==> config.mk <==
export PLATFORM = sky130hd
export DESIGN_NAME = vrap_regs
export DESIGN_NICKNAME = d
export VERILOG_FILES = /design/src/sv/vrap_pkg.sv /design/src/sv/vrap_regs.sv
export SDC_FILE = /design/constraint.sdc
export NUM_CORES = 1
export LEC_CHECK = 0
export BUFFER_PORTS_ARGS = -buffer_cell sky130_fd_sc_hd__buf_2
export CAP_MARGIN = 20
export CORE_AREA = 2 2 60 73
export CTS_CLUSTER_DIAMETER = 100
export CTS_CLUSTER_SIZE = 20
export DETAILED_ROUTE_END_ITERATION = 8
export DIE_AREA = 0 0 62 75
export PLACE_DENSITY = 0.72
export SYNTH_ARGS = -nofsm -noshare
export SYNTH_HDL_FRONTEND = slang
export SYNTH_SLANG_ARGS = --single-unit
==> constraint.sdc <==
create_clock -name clk -period 1.5 [get_ports clk]
set_clock_uncertainty 0.1 [all_clocks]
set_input_delay 0.075 -clock clk [delete_from_list [all_inputs] [get_ports clk]]
set_output_delay 0.075 -clock clk [all_outputs]
set_load 0.01 [all_outputs]
==> src/sv/vrap_pkg.sv <==
package vrap_pkg;

    localparam int unsigned VRAM_AW = 14;

    typedef enum logic [1:0] {
        OP_SCROLL  = 2'd0,
        OP_ADDRESS = 2'd1,
        OP_WRITE   = 2'd2,
        OP_READ    = 2'd3
    } op_t;

    // One incoming bus access
    typedef struct packed {
        op_t        operation;
        logic [7:0] data_byte;
    } req_t;

    // One result beat
    typedef struct packed {
        logic [7:0]         read_data;
        logic [VRAM_AW-1:0] mem_address;
    } rslt_t;

    // Access handed from the register stage to the memory stage
    typedef struct packed {
        logic               valid;
        op_t                op;
        logic [7:0]         data_byte;
        logic [VRAM_AW-1:0] addr;
    } acc_t;

    localparam logic [VRAM_AW-1:0] NT_MIRROR_LO = 14'h3000;
    localparam logic [VRAM_AW-1:0] PAL_BASE     = 14'h3F00;
    localparam logic [VRAM_AW-1:0] PAL_END      = 14'h3F20;
    localparam logic [VRAM_AW-1:0] NT_MIRROR_OF = 14'h1000;

endpackage

==> src/sv/vrap_regs.sv <==
module vrap_regs
    import vrap_pkg::*;
(
    input  logic clk,
    input  logic rst_n,
    input  logic accept,
    input  req_t req,
    output acc_t acc
);

    logic [15:0]        access_address_reg, access_address_next;
    logic [15:0]        scroll_latch_reg, scroll_latch_next;
    logic               second_write_reg, second_write_next;
    logic               acc_valid_reg;
    op_t                acc_op_reg;
    logic [7:0]         acc_byte_reg;
    logic [VRAM_AW-1:0] acc_addr_reg;
    logic [VRAM_AW-1:0] raw_addr;
    logic [VRAM_AW-1:0] mirrored;
    logic               is_data;

    assign raw_addr = access_address_reg[VRAM_AW-1:0];
    assign is_data  = (req.operation == OP_WRITE) || (req.operation == OP_READ);

    always_comb
    begin
        priority if (raw_addr < NT_MIRROR_LO)
        begin
            mirrored = raw_addr;
        end
        else if (raw_addr < PAL_BASE)
        begin
            mirrored = raw_addr - NT_MIRROR_OF;
        end
        else if (raw_addr < PAL_END)
        begin
            mirrored = raw_addr;
        end
        else
        begin
            // fold onto the 32-byte palette
            mirrored = PAL_BASE | {9'd0, raw_addr[4:0]};
        end
    end

    always_comb
    begin
        access_address_next = access_address_reg;
        scroll_latch_next   = scroll_latch_reg;
        second_write_next   = second_write_reg;
        if (accept)
        begin
            unique case (req.operation)
                OP_SCROLL:
                begin
                    scroll_latch_next = second_write_reg
                        ? {scroll_latch_reg[15:8], req.data_byte}
                        : {req.data_byte, scroll_latch_reg[7:0]};
                    second_write_next = ~second_write_reg;
                end
                OP_ADDRESS:
                begin
                    access_address_next = second_write_reg
                        ? {access_address_reg[15:8], req.data_byte}
                        : {req.data_byte, access_address_reg[7:0]};
                    second_write_next = ~second_write_reg;
                end
                default:
                begin
                    access_address_next = access_address_reg + 16'd1;
                end
            endcase
        end
    end

    always_ff @(posedge clk or negedge rst_n)
    begin
        if (!rst_n)
        begin
            access_address_reg <= '0;
            scroll_latch_reg   <= '0;
            second_write_reg   <= 1'b0;
            acc_valid_reg      <= 1'b0;
        end
        else
        begin
            access_address_reg <= access_address_next;
            scroll_latch_reg   <= scroll_latch_next;
            second_write_reg   <= second_write_next;
            acc_valid_reg      <= accept;
        end
    end

    always_ff @(posedge clk)
    begin
        if (accept)
        begin
            acc_op_reg   <= req.operation;
            acc_byte_reg <= req.data_byte;
            acc_addr_reg <= is_data ? mirrored : '0;
        end
    end

    assign acc.valid     = acc_valid_reg;
    assign acc.op        = acc_op_reg;
    assign acc.data_byte = acc_byte_reg;
    assign acc.addr      = acc_addr_reg;

    a_data_keeps_toggle: assert property (@(posedge clk) disable iff (!rst_n)
        accept && is_data |=> $stable(second_write_reg))
        else $error("data access disturbed the write toggle");

    a_latch_flips_toggle: assert property (@(posedge clk) disable iff (!rst_n)
        accept && !is_data |=> second_write_reg != $past(second_write_reg))
        else $error("latch write did not flip the toggle");

    a_no_unmirrored: assert property (@(posedge clk) disable iff (!rst_n)
        acc_valid_reg |-> !(acc_addr_reg >= NT_MIRROR_LO && acc_addr_reg < PAL_BASE))
        else $error("address reached memory unmirrored");

endmodule

; ---- After elaboration in Yosys (flattened, before gate mapping)
; Cells that the tools add are included.
[op_classes]
n_addsub = 2
order_cmp = 3
n_eq_ne = 5
n_mux = 5
n_bitwise = 2
n_reduce_logical = 6
[ops]
columns = op, n
row1 = $lt A14 B14 Y1 const B, 3
row2 = $mux W14, 3
row3 = $pmux W16 S2, 1
row4 = $add A16 B1 Y16 const B, 1
row5 = $mux W16, 1
row6 = $sub A14 B13 Y14 const B, 1
row7 = $reduce_and A3 Y1, 2
row8 = $eq A2 B2 Y1 const B, 2
row9 = $ne A2 B2 Y1 const B, 2
row10 = $eq A2 B1 Y1 const B, 1
row11 = $logic_not A2 Y1, 1
row12 = $not A1 Y1, 2
row13 = $reduce_and A2 Y1, 1
row14 = $reduce_or A2 Y1, 1
row15 = $logic_or A1 B1 Y1, 1
[word_totals]
reg_bits = 42
out_inout_bits = 25

; ---- Logic depth before layout (Yosys ltp)
; Gate-level depths: netlist (run 1).
[depth]
ltp_word = 4
mapped_depth = 5
depth_no_buf = 5

; ---- Least setup slack after synthesis (run 1)
; No wires, ideal clock.
[synth_timing]
path_kind = register -> register
start = register access_address_reg[0]
end = register access_address_reg[7]
setup_time_ns = 0.131
t_arrival_ns = 1.343
t_required_ns = 1.269
setup_slack_ns = -0.075
stages_incl_launch_ff = 5
path_buffers = 0
cell_sequence = dfrtp_1 > and3_4 > nand3_4 > o311a_1 > or3_1
[synth_between]
elab_chain_cells = 2
[synth_rtl]
columns = item, line
row1 = start: declaration, vrap_regs.sv:11  ; logic [15:0] access_address_reg, access_address_next;
row2 = start signal: assignment, vrap_regs.sv:87  ; access_address_reg <= access_address_next;
row3 = $add A16 B1 Y16, vrap_regs.sv:70  ; access_address_next = access_address_reg + 16'd1;
row4 = $pmux W16 S2, vrap_regs.sv:53  ; unique case (req.operation)
; Every way passes these cells.
; A chain may end at the register's enable or synchronous reset.

; ---- Worst setup path after layout (run 1)
[layout_timing]
start = register access_address_reg[2]
end = register access_address_reg[7]
; The elaborated chain is that of the path after synthesis.

==> results of run 1 <==
## worst max-delay path, cell delays in order, from the launching register on
cell and delay, ps:
sky130_fd_sc_hd__dfrtp_1 420, sky130_fd_sc_hd__and3_4 230, sky130_fd_sc_hd__nand3_4 90, sky130_fd_sc_hd__o311a_1 310, sky130_fd_sc_hd__or3_1 360
## stage by stage
step / TNS, ps / instances
5_1_grt: -1370 / 300
6_report: -610.0 / 300
4_1_cts: -286.5 / 295
3_5_place_dp: -415.4 / 274
2_1_floorplan: -51.14 / 156
3_3_place_gp: -150.7 / 274
## Yosys cell counts
master / instances
sky130_fd_sc_hd__nand3_1: 5
sky130_fd_sc_hd__nand3b_1: 1
sky130_fd_sc_hd__inv_1: 6
sky130_fd_sc_hd__dfrtp_1: 16
sky130_fd_sc_hd__a2bb2oi_1: 1
sky130_fd_sc_hd__nand3_4: 1
sky130_fd_sc_hd__o21a_2: 1
sky130_fd_sc_hd__and3_2: 1
sky130_fd_sc_hd__buf_4: 2
sky130_fd_sc_hd__mux2i_1: 3
sky130_fd_sc_hd__nor3b_1: 1
sky130_fd_sc_hd__nand2_1: 13
sky130_fd_sc_hd__clkbuf_1: 2
sky130_fd_sc_hd__edfxtp_1: 24
sky130_fd_sc_hd__nor2_1: 9
sky130_fd_sc_hd__nor4_2: 1
sky130_fd_sc_hd__or4_1: 1
sky130_fd_sc_hd__nor4_1: 3
sky130_fd_sc_hd__o22ai_1: 10
sky130_fd_sc_hd__clkbuf_8: 1
sky130_fd_sc_hd__nor3_1: 3
sky130_fd_sc_hd__and3_1: 1
sky130_fd_sc_hd__a311oi_1: 5
sky130_fd_sc_hd__o311a_1: 1
sky130_fd_sc_hd__o21ai_0: 5
sky130_fd_sc_hd__a21oi_1: 11
sky130_fd_sc_hd__nor2b_1: 1
sky130_fd_sc_hd__a31oi_1: 1
sky130_fd_sc_hd__nor2b_4: 1
sky130_fd_sc_hd__ha_1: 2
sky130_fd_sc_hd__nand4_1: 3
sky130_fd_sc_hd__or3_1: 1
sky130_fd_sc_hd__a21boi_0: 1
sky130_fd_sc_hd__xnor2_1: 1
sky130_fd_sc_hd__o31ai_1: 1
sky130_fd_sc_hd__a211oi_1: 3
sky130_fd_sc_hd__and2_1: 12
sky130_fd_sc_hd__and3_4: 1
## final cells by class
| cell class | instances | share of cell area |
|---|---|---|
| flip-flops and latches | 40 | 0.4193 |
| multi-input cells | 105 | 0.2859 |
| repair buffers | 87 | 0.2211 |
| clock buffers | 6 | 0.02705 |
| well taps | 54 | 0.02519 |
| clock inverters | 2 | 0.01306 |
| inverters | 6 | 0.008396 |
## what timing repair did
| item | 4_1_cts | 5_1_grt |
|---|---|---|
| endpoints found under the hold margin | 27 | 0 |
| setup buffers | 3 | 7 |
| resized for setup | 6 | 21 |
| hold buffers | 10 | 0 |
| endpoints found under the setup margin | 8 | 15 |
| pin swaps | 9 | 17 |
## layer usage
layer | share of wire | routed length, um | GRT usage
met5 | 0 | 0 | 0
met3 | 0.037 | 185 | 0.03952
met2 | 0.53 | 2622 | 0.3866
met4 | 0.026 | 129 | 0.1087
met1 | 0.41 | 2012 | 0.2653
## cell families (layout without fill, tap and decap cells)
group,after synthesis,after routing
buffers and inverters,11,101
AND/OR/NAND/NOR,59,59
flip-flops,40,40
XOR/XNOR,1,1
multiplexers,3,3
AO/OA/AOI/OAI,40,40
adder cells (fa/ha/maj),2,2
## worst paths after layout
path,to,depth (start not counted)
worst max-delay path,access_address_reg[7]$_DFFE_PN0P_,4
worst min-delay path,access_address_reg[9]$_DFFE_PN0P_,2
worst max register to register,access_address_reg[7]$_DFFE_PN0P_,4
worst min register to register,access_address_reg[13]$_DFFE_PN0P_,2
max in group asynchronous,access_address_reg[7]$_DFFE_PN0P_,2
min in group asynchronous,access_address_reg[3]$_DFFE_PN0P_,2
## power by group
part           switching, mW  leakage [nW]  total (mW)  internal (mW)
clock network          0.373        0.0552       0.867          0.494
logic                  0.779         0.651        1.55          0.768
registers              0.191         0.427        1.63           1.44
==> results.md, run 1 <==
Layout:
- The final antenna diode count is 0.
- The growth of design area from synthesis to finish is 45.75%.
- The share of cells above drive strength 1 is 0.4472.
- The finished cells cover 2683 um2.
- The utilization after layout is 0.6861.
- The area taken by multi-input logic gates is 767.0 um2.
- The most common cell after layout, fill and taps aside is sky130_fd_sc_hd__buf_4.
- Leaving out fill and tap cells, the most frequent cells in the layout are 38 x sky130_fd_sc_hd__buf_4, 37 x sky130_fd_sc_hd__buf_2, 24 x sky130_fd_sc_hd__edfxtp_1, 13 x sky130_fd_sc_hd__dfrtp_1.
- Across the whole layout, storage elements account for 1125 um2.
- Fill cells in the final layout number 284.
- The net count of the finished layout is 260.

Floorplan:
- The count of pins on the block boundary is 38.
- The y dimension of the die is 75 um.
- The die width is 62 um.
- The total area inside the core boundary comes to 3910 um2.
- The starting density of the core is 0.4707.
- The floorplan step defined a die boundary enclosing 4650 um2.
- The number of core rows is 25.

Critical path:
- The startpoint type of the worst setup path is a flop.
- The reg-to-reg setup timing slack is -140 ps.
- The class of the most critical setup path is flop to flop.
- In this run the worst setup path begins at access_address_reg[2]$_DFFE_PN0P_.
- STA classifies the critical path endpoint as a flop.
- The startpoint identified for the worst register-to-register timing path is access_address_reg[2]$_DFFE_PN0P_.
- The critical path arrival is 1700 ps.
- Of all nets on the critical path, the largest fanout is 4.
- STA puts the critical path data required time at 1560 ps.

Synthesis:
- The library cell occupying the most area in the post-synthesis netlist is sky130_fd_sc_hd__edfxtp_1.
- Of the total synthesized cell area, the portion taken by XOR and XNOR cells is 0.004759.
- The total of warnings raised by yosys is 0.
- Synthesis produced a netlist with a net count of 171.
- Yosys attributes the largest share of cell area to sky130_fd_sc_hd__edfxtp_1 39%, sky130_fd_sc_hd__dfrtp_1 22%, sky130_fd_sc_hd__and2_1 4.1%.
- Of the post-synthesis cell area, the dominant cell type holds 0.3916.
- The fraction of the mapped netlist area in adder cells is 0.01360.
- After synthesis the netlist holds a flip-flop and latch count of 40.
- Summing every instance area after synthesis gives 1841 um2.
- The simple logic cell fraction of the synthesized area is 0.1842.
- The dominant combinational cell family by area after synthesis is simple AND/OR/NAND/NOR gates.
- The cell count after synthesis is 156.
- After synthesis, the mean cell area works out to 11.80 um2.
- The area fraction in compound gates after synthesis is 0.1400.
- The number of distinct library cells after synthesis is 38.
- The sequential element share of the synthesized area is 0.6091.
- The multiplexer share of the synthesized area is 0.01632.

Clock tree:
- The cell sitting at the root of the clock tree is a sky130_fd_sc_hd__clkbuf_8.
- The later pin in the worst-skew pair is clocked with a latency of 290 ps.
- CTS built an H-tree with a depth of 2.
- The CTS tree is built.
- The clock-pin slew on the worst setup and hold paths is 80 ps.
- The clock passes through at most 2 buffers.
- In this run, CTS created clock tree buffers numbering 5.
- For this design, the sink count on the clock tree is 40.

Timing:
- The post-route worst setup slack is -139.5 ps.
- Setup repair after global routing could not meet its margin everywhere.
- The number of setup violations in the final report is 7.
- The worst path in the final design needs a cycle of 1640 ps, including I/O delays and setup.
- Measured against its own limit, the worst slew margin works out to 0.7260.
- The highest achievable clock rate is 609.9 MHz.
- In the finished design, the share of the clock period the worst path needs comes to 1.093.
- The minimum hold slack is 39.25 ps.
- The final count of hold timing violations came to 0.
- The slew at the pin closest to its max-slew limit is 411.0 ps.
- The number of pins exceeding their max-slew limit in the final report is 0.

Global route:
- The number of antenna violations at the first check in global routing is 0.
- The pin count of the biggest net entering global routing is 26.
- The number of global-route vias before repair is 1604.
- The global-route congestion overflow total is 0.
- The wire length of the first global-routing pass is 7576 um.
- For this run, the total global-route usage over all layers was measured as 0.2249.

Detailed routing:
- Once detail routing completed, the nets flagged for antenna violations numbered 0.
- Wires add up to 4949 um.
- In the final routed layout, each cell accounts on average for 16.50 um.
- The via count is 1659.
- After detailed routing, the number of remaining DRC violations is 0.
- The first-pass iteration count of the detailed router is 4.
- After the first detailed-routing iteration, the DRC count stood at 100.
- The ratio of routed vias to standard cells is 5.530.

Power:
- VDD sags by at most 0.0005967 V.
- The total power consumption of the routed design is 4.043 mW.
- In this run the power density over the cells is 1507 nW/um2.
- Summed over all cells, the static leakage comes to 1.133 nW.

Job:
- The max-cap violation count is 0.

Status:
- The checks that failed: negative setup slack.
- The run finished, with violations left.

Place:
- Routability-driven placement finished with a final weighted congestion of 0.9907.
- The count of port buffers added during placement is 37.
- After detailed placement, the total cell area comes to 2310 um2.
- The HPWL after detailed placement is 3386 um.
- The post-placement setup slack is -98.62 ps.

Min path:
- The startpoint identified for the worst hold timing path is req[9].
- The worst hold-check path type is input pin to flop.
Note: power is estimated with default switching activity, not from simulation.
==> run 2, diff against run 1 <==
CELL_PAD_IN_SITES_DETAIL_PLACEMENT = 1   (was unset)
CELL_PAD_IN_SITES_GLOBAL_PLACEMENT = 2   (was unset)
CORE_AREA = 2 2 74 90   (was 2 2 60 73)
DIE_AREA = 0 0 76 92   (was 0 0 62 75)
PLACE_DENSITY = unset   (was 0.72)
PLACE_DENSITY_LB_ADDON = 0.1   (was unset)
TNS_END_PERCENT = 1   (was unset)
==> results.md, run 2 (synthesized netlist as in run 1, its figures left out) <==
Global route:
- The global routing met2 resource utilization is 0.2902.
- The most used routing layer in global routing is met2.
- For met1 alone, demand over resource in global routing was 0.1963.
- The number of global-route vias before repair is 1790.
- For this run the aggregate overflow at the end of global routing stands at 0.
- The pin count of the biggest net entering global routing is 18.
- The wire length of the first global-routing pass is 8970 um.
- The met3 demand-to-capacity share in global routing is 0.02953.
- The number of antenna violations at the first check in global routing is 0.
- The overall track demand over capacity in global routing is 0.1635.

Critical path:
- Counting both buffers and inverters, the worst setup path holds a total of 1.
- In this design, the largest share of critical-path delay is due to simple AND/OR/NAND/NOR gates.
- The signal on the critical path passes through buf_4, and3_4, nand3_4, o311a_1, or3_1.
- The reg-to-reg setup timing slack is -140 ps.
- The class of the most critical setup path is flop to flop.
- The critical path arrival is 1710 ps.
- The peak per-stage delay on the critical path is 410 ps.
- The launching point of the worst reg2reg path is access_address_reg[0]$_DFFE_PN0P_.
- The maximum fanout encountered on the critical timing path is 3.
- Among all stages on the critical path, the largest delay is contributed by sky130_fd_sc_hd__dfrtp_1.
- The startpoint type of the worst setup path is a flop.
- The worst reg2reg path depth is 5.
- STA classifies the critical path endpoint as a flop.
- The required time at the endpoint of the critical path is 1570 ps.
- The worst flop-to-flop path endpoint is access_address_reg[7]$_DFFE_PN0P_.

Detailed routing:
- The first-pass iteration count of the detailed router is 4.
- Summed over all layers, the routed wires come to 5364 um.
- In the routed design, unresolved DRC markers number 0.
- Dividing the detail-routed via count by the number of cells gives 4.909.
- In the final routed layout, each cell accounts on average for 16.35 um.
- The count of nets left with antenna violations once routing finished came out at 0.
- The number of DRC violations after detailed-routing iteration 0 is 46.
- The via count is 1610.

Min path:
- For hold timing, the worst endpoint is access_address_reg[8]$_DFFE_PN0P_.
- The worst hold path belongs to the class input pin to flop.
- The worst hold path begins at req[9].
- Counting instances, the worst hold path has a depth of 2.

Floorplan:
- The die outline area is 6992 um2.
- The number of core rows is 32.
- The y dimension of the die is 92 um.
- The initial utilization of the core area, before any placement, comes to 0.2966.
- The die width is 76 um.
- The region available for standard cell placement spans 6206 um2.
- For this design the top-level I/O count stands at 38.

Power:
- For this design the static power due to leakage is 1.106 nW.
- Power comes to 3.757 mW.
- The worst supply voltage drop on vdd is 0.0005262 V.
- The cell area power density is 1435 nW/um2.

Clock tree:
- The CTS tree is built.
- The clock-pin slew on the worst setup and hold paths is 90 ps.
- The number of levels the H-tree was split into is 2.
- CTS placed an instance of sky130_fd_sc_hd__clkbuf_8 at the clock tree root.
- The number of clock buffers added by TritonCTS is 5.
- The source-to-sink clock delay at the later pin of the worst-skew pair is 290 ps.
- The deepest clock path buffer count is 2.
- The clock net in this run drives a total of 40 sinks.

Place:
- The placer congestion estimate is 0.8215.
- Before CTS, the worst setup slack after placement is -159.0 ps.
- The count of port buffers added during placement is 37.
- Once detailed placement completed, the half-perimeter wirelength came to 3970 um.

Timing:
- After layout, the minimum clock period comes to 1639 ps.
- Setup violations remaining at the end of the flow were counted as 8.
- The minimum hold slack is 58.87 ps.
- Setup repair after global routing could not meet its margin everywhere.
- The final count of hold timing violations is 0.
- Static timing analysis puts the maximum clock frequency at 610.2 MHz.
- The post-route worst setup slack is -138.8 ps.
- The remaining max-slew budget at the tightest pin is 0.6989.
- At the pin with the least slew margin, the transition time is 451.6 ps.
- The number of pins exceeding their max-slew limit in the final report came to 0.
- In the finished design, the share of the clock period the worst path needs comes to 1.093.

Layout:
- The area growth from synthesis to layout is 42.22%.
- For this run, the post-layout net count is 257.
- The final antenna diode count is 0.
- In the layout the commonest cells are 37 x sky130_fd_sc_hd__buf_2, 37 x sky130_fd_sc_hd__buf_4, 24 x sky130_fd_sc_hd__edfxtp_1, 13 x sky130_fd_sc_hd__nand2_1, 13 x sky130_fd_sc_hd__dfrtp_1.
- The filler cell count is 701.
- The share of cells above drive strength 1 is 0.4074.

Status:
- The final reports fail on negative setup slack.
- The run finished, with violations left.

Job:
- Max-cap violations in this run came to 0.
## run 2: worst max-delay path by stage
| stage | startpoint | end | slack, ps | cells after the start |
|---|---|---|---|---|
| finish | access_address_reg[0]$_DFFE_PN0P_ | access_address_reg[7]$_DFFE_PN0P_ | -140 | 5 |
| global route | access_address_reg[0]$_DFFE_PN0P_ | access_address_reg[10]$_DFFE_PN0P_ | -220 | 6 |
| floorplan | access_address_reg[0]$_DFFE_PN0P_ | access_address_reg[12]$_DFFE_PN0P_ | -60 | 5 |
| detailed placement | access_address_reg[0]$_DFFE_PN0P_ | access_address_reg[10]$_DFFE_PN0P_ | -160 | 6 |
| global placement | access_address_reg[7]$_DFFE_PN0P_ | acc_addr_reg[12]$_SDFFCE_PN0P_ | -70 | 3 |
| CTS | access_address_reg[0]$_DFFE_PN0P_ | access_address_reg[7]$_DFFE_PN0P_ | -130 | 5 |
## run 2: report_power, final
part / internal, mW / leakage [nW] / switching (mW)
registers: 1.44 / 0.427 / 0.227
logic: 0.708 / 0.634 / 0.679
clock network: 0.316 / 0.0453 / 0.389
total: 2.46 / 1.11 / 1.30
## run 2: final cells by class
type / count / area (um2) / area share
clock buffers: 5 / 68.82 / 0.02629
inverters: 6 / 22.52 / 0.008604
flip-flops and latches: 40 / 1125 / 0.4297
well taps: 85 / 106.4 / 0.04063
clock inverters: 3 / 13.76 / 0.005258
repair buffers: 84 / 563.0 / 0.2151
multi-input cells: 105 / 718.2 / 0.2744
## run 2: per-layer routing
layer	up-vias	part of all wire
li1	760	-
met1	804	0.43
met2	34	0.51
met3	12	0.028
met4	0	0.026
met5	-	0
## run 2: what timing repair did
action	CTS	global route
hold endpoints to repair	27	0
hold buffers	10	0
setup endpoints to repair	12	14
resized for setup	4	10
pin swaps	3	5
setup buffers	1	0
## run 2: per-stage QoR
stage | setup TNS, ps | util | cells | instance area (um2)
floorplan | -118.5 | - | 156 | 1853
global placement | -308.1 | 0.3833 | 309 | 2379
detailed placement | -713.5 | 0.3833 | 309 | 2379
CTS | -840.4 | 0.4169 | 328 | 2587
global route | -1540 | 0.4218 | 328 | 2618
finish | -612.6 | 0.4218 | 328 | 2618
==> run 3, diff against run 2 <==
CORE_AREA = 2 2 67 82   (was 2 2 74 90)
DIE_AREA = 0 0 69 84   (was 0 0 76 92)
clock period = 2.1 ns   (was 1.5 ns; I/O delays follow)
==> results.md, run 3 (synthesized netlist as in run 1, its figures left out) <==
Layout:
- The share of cells above drive strength 1 is 0.2629.
- The most common cell after layout, fill and taps aside is sky130_fd_sc_hd__buf_2.
- The top cell types in the final layout, fill and taps aside, are 37 x sky130_fd_sc_hd__buf_2, 24 x sky130_fd_sc_hd__edfxtp_1, 16 x sky130_fd_sc_hd__dfrtp_1, 13 x sky130_fd_sc_hd__nand2_1, 12 x sky130_fd_sc_hd__and2_1.
- The repair_antennas step left the layout with diodes totalling 0.
- At the end of the flow, the number of nets in the layout was 227.
- From synthesis to final layout, the design area changed by 26.58%.

Min path:
- The worst hold-check path type is input pin to flop.

Timing:
- The final sum of negative setup slack is 0 ps.
- The portion of the clock cycle consumed by the worst path in the final layout is 0.8918.
- The slew at the pin closest to its max-slew limit is 494.7 ps.
- The number of pins exceeding their max-slew limit in the final report is 0.
- The final count of hold timing violations is 0.
- Setup violations remaining at the end of the flow were counted as 0.
- In this run the tightest slew margin relative to its limit is 0.6690.
- Setup repair after global routing left no endpoint under its margin.
- The highest achievable clock rate is 534.0 MHz.
- The time the final worst path needs with I/O delays and setup is 1873 ps.

Global route:
- The first global-routing pass estimated 7990 um of wire.
- In the global route stage, overall resource usage came out at 0.1765.
- Entering global routing, the biggest net connects 23 pins.
- The number of antenna violations at the first check in global routing was 0.
- The global-route congestion overflow total is 0.
- The number of global-route vias before repair is 1536.

Clock tree:
- Counting every sink on the clock net gives 40.
- The source-to-sink clock delay at the later pin of the worst-skew pair is 290 ps.
- Post-CTS repair changed the size of 0 cells.
- The number of levels the H-tree was split into is 2.
- The deepest clock path buffer count is 2.
- TritonCTS built the clock tree.
- The CTS buffer count is 5.
- Clock tree synthesis selected as its root buffer the cell sky130_fd_sc_hd__clkbuf_8.
- After clock tree synthesis, the clock-pin slew on the worst setup and hold paths is 80 ps.

Power:
- Across the VDD grid, the largest voltage drop is 0.0005401 V.
- Of the total power, the share spent switching nets is 0.3273.
- The total net switching power is 812.7 uW.
- The cell area power density is 1066 nW/um2.
- The total power consumption of the routed design is 2.483 mW.
- In this run the static leakage power is 0.9496 nW.
- The register share of total power is 0.492.
- The combinational cell fraction of total power is 0.257.
- The fraction of power consumed by the clock network is 0.251.
- The internal portion of total power is 1.670 mW.

Floorplan:
- The number of core rows is 29.
- The die covers 5796 um2.
- The placeable core region is 5080 um2.
- The y dimension of the die is 84 um.
- In this run the horizontal extent of the chip is 69 um.
- The initial utilization of the core area, before any placement, comes to 0.3623.
- The count of pins on the block boundary is 38.

Place:
- Buffers placed on the I/O ports in this run total 37.
- The placer congestion estimate is 0.8682.
- The HPWL after detailed placement is 3428 um.

Critical path:
- By startpoint and endpoint, the worst setup path is classified as input pin to flop.
- The required time at the endpoint of the critical path is 2220 ps.
- The worst setup path is launched from an input pin.
- For the worst setup path, the data arrival time is 1990 ps.
- The worst setup path is captured at a flop.
- Along the worst path, the maximum fanout reaches 14.

Detailed routing:
- For this block, the initial DRC count from the detailed router was 75.
- After detailed routing, the total wire length is 4730 um.
- The detailed router placed 1473 vias in this run.
- The remaining routing DRC violations is 0.
- Once detail routing completed, the nets flagged for antenna violations numbered 0.
- The first-pass iteration count of the detailed router is 4.
- Using the TritonRoute via totals, the vias-per-cell ratio works out to 5.356.
- The average routed wire per standard cell is 17.20 um.

Job:
- The max-cap violation count is 0.

Status:
- The flow ran to the end, and the final reports show no timing, DRC or antenna violations.
[run 3: repair_timing]
| item | CTS | global route |
|---|---|---|
| hold buffers | 11 | 0 |
| endpoints found under the hold margin | 27 | 0 |
| buffers inserted | 0 | 0 |
[run 3: path summary, 6_finish.rpt]
check | from | end | slack [ps] | depth (start not counted)
min | req[9] | access_address_reg[3]$_DFFE_PN0P_ | 110 | 2
min reg2reg | access_address_reg[10]$_DFFE_PN0P_ | access_address_reg[10]$_DFFE_PN0P_ | 460 | 1
max in group asynchronous | rst_n | access_address_reg[6]$_DFFE_PN0P_ | 1430 | 2
max | accept | access_address_reg[5]$_DFFE_PN0P_ | 230 | 6
max reg2reg | access_address_reg[0]$_DFFE_PN0P_ | access_address_reg[12]$_DFFE_PN0P_ | 330 | 5
min in group asynchronous | rst_n | acc_valid_reg$_DFF_PN0_ | 180 | 2
[run 3: worst max-delay path, cell delays in order]
cell                            delay [ps]
sky130_fd_sc_hd__dlygate4sd3_1         510
sky130_fd_sc_hd__buf_2                 290
sky130_fd_sc_hd__o21ai_0               210
sky130_fd_sc_hd__nor2_1                440
sky130_fd_sc_hd__a21boi_0              250
sky130_fd_sc_hd__a2bb2oi_1             170
[run 3: metrics by stage]
| stage | utilization | hold WS, ps | area [um2] | cells | setup slack (ps) |
|---|---|---|---|---|---|
| 2_1_floorplan | - | -290.6 | 1841 | 156 | 525.3 |
| 3_3_place_gp | 0.4158 | -37.35 | 2112 | 256 | 402.7 |
| 3_5_place_dp | 0.4158 | -39.37 | 2112 | 256 | 339.6 |
| 4_1_cts | 0.4586 | 107.7 | 2330 | 275 | 211.5 |
| 5_1_grt | 0.4586 | 142.6 | 2330 | 275 | 104.3 |
| 6_report | 0.4586 | 114.1 | 2330 | 275 | 227.3 |
[run 3: layer usage]
metal	vias up	wire length (um)	global-route usage
li1	705	-	-
met1	724	2037	0.2190
met2	40	2404	0.2990
met3	4	206	0.03140
met4	0	82	0.07665
met5	-	0	0
[run 3: area by class of cell]
class | count | area, um2
repair buffers | 54 | 340.3
fillers | 575 | 2750
clock buffers | 6 | 72.57
well taps | 62 | 77.57
flip-flops and latches | 40 | 1121
clock inverters | 2 | 35.03
inverters | 6 | 22.52
multi-input cells | 105 | 660.6
[run 3: power by group through the flow]
| stage | logic, mW | registers (mW) | clock network [mW] |
|---|---|---|---|
| after global placement | 0.616 | 1.22 | 0 |
| after floorplan | 0.381 | 1.23 | 0 |
| after CTS | 0.651 | 1.22 | 0.646 |
| final | 0.639 | 1.22 | 0.624 |
| after detailed placement | 0.633 | 1.23 | 0 |
| after global routing | 0.723 | 1.25 | 0.680 |
